<file path="src/rtl/core/trie_pkg.sv">
// Shared types, constants and sizes for the array trie block.
// Used by every module under rtl/core but trie_ram; depends on nothing else.
package trie_pkg;

  // Sizing of the node table and the letter alphabet.
  localparam int unsigned NODES       = 4096;
  localparam int unsigned ALPHABET    = 26;
  localparam int unsigned COUNT_BITS  = 16;
  localparam int unsigned NODE_W      = $clog2(NODES);
  localparam int unsigned SYM_IDX_W   = $clog2(ALPHABET);
  localparam int unsigned KIND_W      = 2;
  localparam int unsigned SYMBOL_W    = 5;
  localparam int unsigned PCOUNT_W    = 16;
  localparam int unsigned QUEUE_DEPTH = 2;
  localparam int unsigned QPTR_W      = $clog2(QUEUE_DEPTH);
  localparam int unsigned QCNT_W      = $clog2(QUEUE_DEPTH + 1);

  // Operation codes carried in the kind field.
  localparam logic [KIND_W-1:0] KIND_INSERT = KIND_W'(0);
  localparam logic [KIND_W-1:0] KIND_SEARCH = KIND_W'(1);

  // Fixed node numbers and limits.
  localparam logic [NODE_W-1:0]     ROOT_NODE = NODE_W'(1);
  localparam logic [NODE_W-1:0]     LAST_FREE = NODE_W'(NODES - 2);
  localparam logic [NODE_W-1:0]     LAST_ROW  = NODE_W'(NODES - 1);
  localparam logic [COUNT_BITS-1:0] COUNT_MAX = {COUNT_BITS{1'b1}};

  // Input and result beats.
  typedef struct packed {
    logic [KIND_W-1:0]   kind;
    logic [SYMBOL_W-1:0] symbol;
    logic                has_symbol;
    logic                last;
  } in_item_t;

  typedef struct packed {
    logic                found;
    logic [PCOUNT_W-1:0] prefix_count;
    logic                table_full;
  } out_item_t;

  // How the final item of a word is reported.
  typedef enum logic [1:0] {
    RES_STORE,
    RES_WORD,
    RES_PREFIX
  } res_kind_e;

  // A classified item as queued between the front and back ends.
  typedef struct packed {
    logic                 do_step;
    logic                 sym_ok;
    logic                 is_insert;
    logic [SYM_IDX_W-1:0] sym;
    logic                 last;
    res_kind_e            res;
  } op_t;

  // Queue head seen by the back end.
  typedef struct packed {
    logic valid;
    op_t  op;
  } q_head_t;

  // Back end control toward the front end.
  typedef struct packed {
    logic pop;
    logic busy;
  } back_ctl_t;

  // One child slot of a node row: the child pointer, the prefix count of
  // that child and its end-of-word mark.
  typedef struct packed {
    logic                  word_end;
    logic [COUNT_BITS-1:0] count;
    logic [NODE_W-1:0]     child;
  } entry_t;

  typedef entry_t [ALPHABET-1:0] row_t;

  localparam int unsigned ROW_W = $bits(row_t);

  typedef enum logic [1:0] {
    ST_CLEAR,
    ST_IDLE,
    ST_EXEC
  } back_state_e;

endpackage

</file>
<file path="src/rtl/core/trie_front.sv">
// Front end: accepts input beats, classifies them and queues them.
// Depends on trie_pkg.
module trie_front (
  input  logic                clk_i,
  input  logic                rst_ni,
  input  logic                in_valid_i,
  output logic                in_stall_o,
  input  trie_pkg::in_item_t  in_item_i,
  input  trie_pkg::back_ctl_t ctl_i,
  output trie_pkg::q_head_t   head_o
);
  import trie_pkg::*;

  op_t               op;
  op_t               slots_q [QUEUE_DEPTH];
  logic [QPTR_W-1:0] wr_q, rd_q;
  logic [QCNT_W-1:0] cnt_q;
  logic              push, pop;

  // Classify the incoming beat.
  always_comb begin
    op.do_step   = in_item_i.has_symbol;
    op.sym_ok    = (32'(in_item_i.symbol) < ALPHABET);
    op.is_insert = (in_item_i.kind == KIND_INSERT);
    op.sym       = SYM_IDX_W'(in_item_i.symbol);
    op.last      = in_item_i.last;
    unique case (in_item_i.kind)
      KIND_INSERT: op.res = RES_STORE;
      KIND_SEARCH: op.res = RES_WORD;
      default:     op.res = RES_PREFIX;
    endcase
  end

  // Hold input off while the back end clears memory or the queue is full.
  assign in_stall_o = ctl_i.busy || (cnt_q == QCNT_W'(QUEUE_DEPTH));
  assign push       = in_valid_i && !in_stall_o;
  assign pop        = ctl_i.pop;

  assign head_o.valid = (cnt_q != '0);
  assign head_o.op    = slots_q[rd_q];

  // Queue pointers and fill level.
  always_ff @(posedge clk_i or negedge rst_ni) begin
    if (!rst_ni) begin
      wr_q  <= '0;
      rd_q  <= '0;
      cnt_q <= '0;
    end else begin
      if (push) begin
        wr_q <= (wr_q == QPTR_W'(QUEUE_DEPTH - 1)) ? '0 : wr_q + 1'b1;
      end
      if (pop) begin
        rd_q <= (rd_q == QPTR_W'(QUEUE_DEPTH - 1)) ? '0 : rd_q + 1'b1;
      end
      if (push && !pop) begin
        cnt_q <= cnt_q + 1'b1;
      end else if (pop && !push) begin
        cnt_q <= cnt_q - 1'b1;
      end
    end
  end

  // Queue storage.
  always_ff @(posedge clk_i) begin
    if (push) begin
      slots_q[wr_q] <= op;
    end
  end

endmodule

</file>
<file path="config.mk">
export PLATFORM = sky130hd
export DESIGN_NAME = trie_front
export DESIGN_NICKNAME = d
export VERILOG_FILES = /design/src/rtl/core/trie_pkg.sv /design/src/rtl/core/trie_front.sv
export SDC_FILE = /design/constraint.sdc
export NUM_CORES = 1
export LEC_CHECK = 0
export BUFFER_PORTS_ARGS = -buffer_cell sky130_fd_sc_hd__buf_2
export CORE_ASPECT_RATIO = 0.75
export CORE_MARGIN = 2
export CORE_UTILIZATION = 54
export DETAILED_ROUTE_END_ITERATION = 8
export GPL_ROUTABILITY_DRIVEN = 0
export PLACE_DENSITY = 0.88
export SLEW_MARGIN = 40
export SYNTH_ARGS = -nofsm -noshare
export SYNTH_HDL_FRONTEND = slang
export SYNTH_SLANG_ARGS = --single-unit
</file>
<file path="constraint.sdc">
create_clock -name clk_i -period 3.37 [get_ports clk_i]
set_input_delay 1.011 -clock clk_i [delete_from_list [all_inputs] [get_ports clk_i]]
set_output_delay 1.011 -clock clk_i [all_outputs]
set_load 0.05 [all_outputs]
</file>
==> results.tsv <==
metric	value	unit
cp_num_buf_inv	1	
peakVddDrop	0.000501	V
antenna_found_initial	0	
yosys_warnings	0	
yosysTopAreaCell	edfxtp_1	
drt_iter0_markers	11	
synthCells	57	
vias	561	
grt_pass1_vias	546	
period_needed	2.63	ns
cts_tree	yes	
worst_slew_pin_slew	0.509	ns
fin_area	1230	sq um
slew_viol_final	0	
drv_cap	0	
cts.hold.buffers_added	0	
relSlewSlack	0.661	
drive_gt1_frac	0.535	
post_cts_buffers	0	
power_density	855	nW/um^2
syn2layout_area_growth	17.9	%
synthFlopType	edfxtp_1	
path_cells	mux2_2 -> buf_2	
skew	0.00580	ns
synthTopCellsByCount	edfxtp_1 (22), mux2_2 (11), dfrtp_1 (4), nor2_1 (3), xor2_1 (3)	
die_y	42.0	um
synth_edf_count	22	
diodes	0	
dp_cells	104	
grt_pass1_wl	2440	um
synthMostInstantiatedCell	edfxtp_1	
critPathLaunchType	register	
fin_tns_setup	0	ns
synth-seq-area-share	0.731	
syn-num-nets	72	
synth.top_cell.area_share	0.635	
cts_resized	0	
numCtsBuffers	3	
vias_per_cell	5.19	
clock_latency	0.31	ns
gr-total-overflow	0	
path_class	reg -> out	
ys_types	18	
fill_cells	130	
cp_max_fo	12	
worstSetupEndpointType	output pin	
die_area	2300	sq um
final_cell_count_no_fill	108	
fin_crit_sh	0.780	
htreeDepth	1	
rsz0062_at_grt	false	
whs	0.468	ns
ant_nets	0	
wl	1610	um
io_pins	27	
clk_pin_slew	0.13	ns
clock-sinks	26	
dr.pass1.iters	3	
ys_top_cells_by_area	edfxtp_1 (63%), mux2_2 (12%), dfrtp_1 (9.6%)	
slowest_stage	dfrtp_1	
row_count	13	
cts-root-buf	clkbuf_4	
die_x	54.7	um
portBuffers	26	
clk_path_buf_depth	2	
core	1770	sq um
slowest_delay	0.68	ns
required	2.36	ns
grt_usage	0.153	
hp-class	in -> async	
place_area	1190	sq um
hold_viol	0	
power.total	1.05	mW
timing.fmax	381	MHz
dp_hpwl	1170	um
cp_top_family	flip-flops	
synthArstFlopShare	0.154	
setup_viol	0	
syn-cell-area	1040	sq um
avgSynthCellArea	18.3	sq um
status	finished clean	
grt_max_degree	15	
ys_seq_elements	26	
final_nets	102	
drc_errors	0	
power.leakage	0.495	nW
arrival	1.62	ns
start_util	0.587	
avgRoutedWirePerCell	14.9	um
cell usage in the layout (no fill, tap or decap):
cell type / synthesis / routed
xnor2_1: 2 / 2
nand2b_1: 1 / 1
buf_2: 0 / 26
mux2_2: 11 / 11
edfxtp_1: 22 / 22
nor2b_1: 1 / 1
nand3b_4: 1 / 1
clkbuf_8: 0 / 1
clkbuf_4: 0 / 3
or2_2: 1 / 1
inv_2: 1 / 1
buf_4: 0 / 1
and2_1: 1 / 1
nor2_1: 3 / 3
o211ai_1: 1 / 1
xor2_1: 3 / 3
inv_1: 1 / 1
dfrtp_1: 4 / 4
nand2b_4: 1 / 1
ha_1: 1 / 1
power breakdown:
part           switching [mW]  internal (mW)  total (mW)
registers              0.0580          0.411       0.469
logic                   0.288          0.142       0.430
clock network          0.0845         0.0660       0.151
registers in the layout, indices dropped and copies added, names as in the netlist:
signal and count:
cnt_q 2, wr_q 1, slots_q 22, rd_q 1
routing by layer:
metal | wire [um] | vias up | GRT usage
met5 | 0 | - | 0
met4 | 0 | 0 | 0.0600
met3 | 93 | 0 | 0.0250
met2 | 853 | 20 | 0.267
met1 | 665 | 278 | 0.184
li1 | - | 263 | -
kinds of logic after synthesis:
logic type / Yosys count / synth area share
DFF: 26 / 0.731
muxes: 11 / 0.119
and+or+nand+nor: 9 / 0.0673
xor gates and xnor gates: 5 / 0.0421
buffers and inverters: 4 / 0.0216
AOI/OAI and AO/OA: 1 / 0.00721
adders and majority gates: 1 / 0.0120
per-stage QoR:
| step | setup slack (ns) | utilization |
|---|---|---|
| final | 0.742 | 0.692 |
| after global routing | 0.667 | 0.692 |
| after CTS | 0.728 | 0.692 |
| after detailed placement | 0.919 | 0.672 |
| after global placement | 0.923 | 0.672 |
| after floorplan | 0.945 | - |
final timing paths:
check                                startpoint                 endpoint  slack, ns  cells after the start
setup reg to reg           cnt_q[0]$_DFFE_PN0P_  slots_q[1][5]$_DFFE_PP_       1.82                      4
hold reg to reg                wr_q$_DFFE_PN0N_         wr_q$_DFFE_PN0N_       0.51                      1
max in group asynchronous                rst_ni         rd_q$_DFFE_PN0P_       2.79                      1
hold / removal                           rst_ni         wr_q$_DFFE_PN0N_       0.47                      1
setup / recovery               rd_q$_DFFE_PN0P_                head_o[8]       0.74                      2
min in group clk_i             wr_q$_DFFE_PN0N_         wr_q$_DFFE_PN0N_       0.51                      1
final cells by class:
type                    count  area (sq um)  share of cell area
clock buffers               4          36.3              0.0296
inverters                   2          7.51             0.00612
multi-input cells          27           258               0.210
flip-flops and latches     26           761               0.620
well taps                  22          27.5              0.0224
repair buffers             27           138               0.112
No activity file was read; power rests on OpenSTA's default activity.
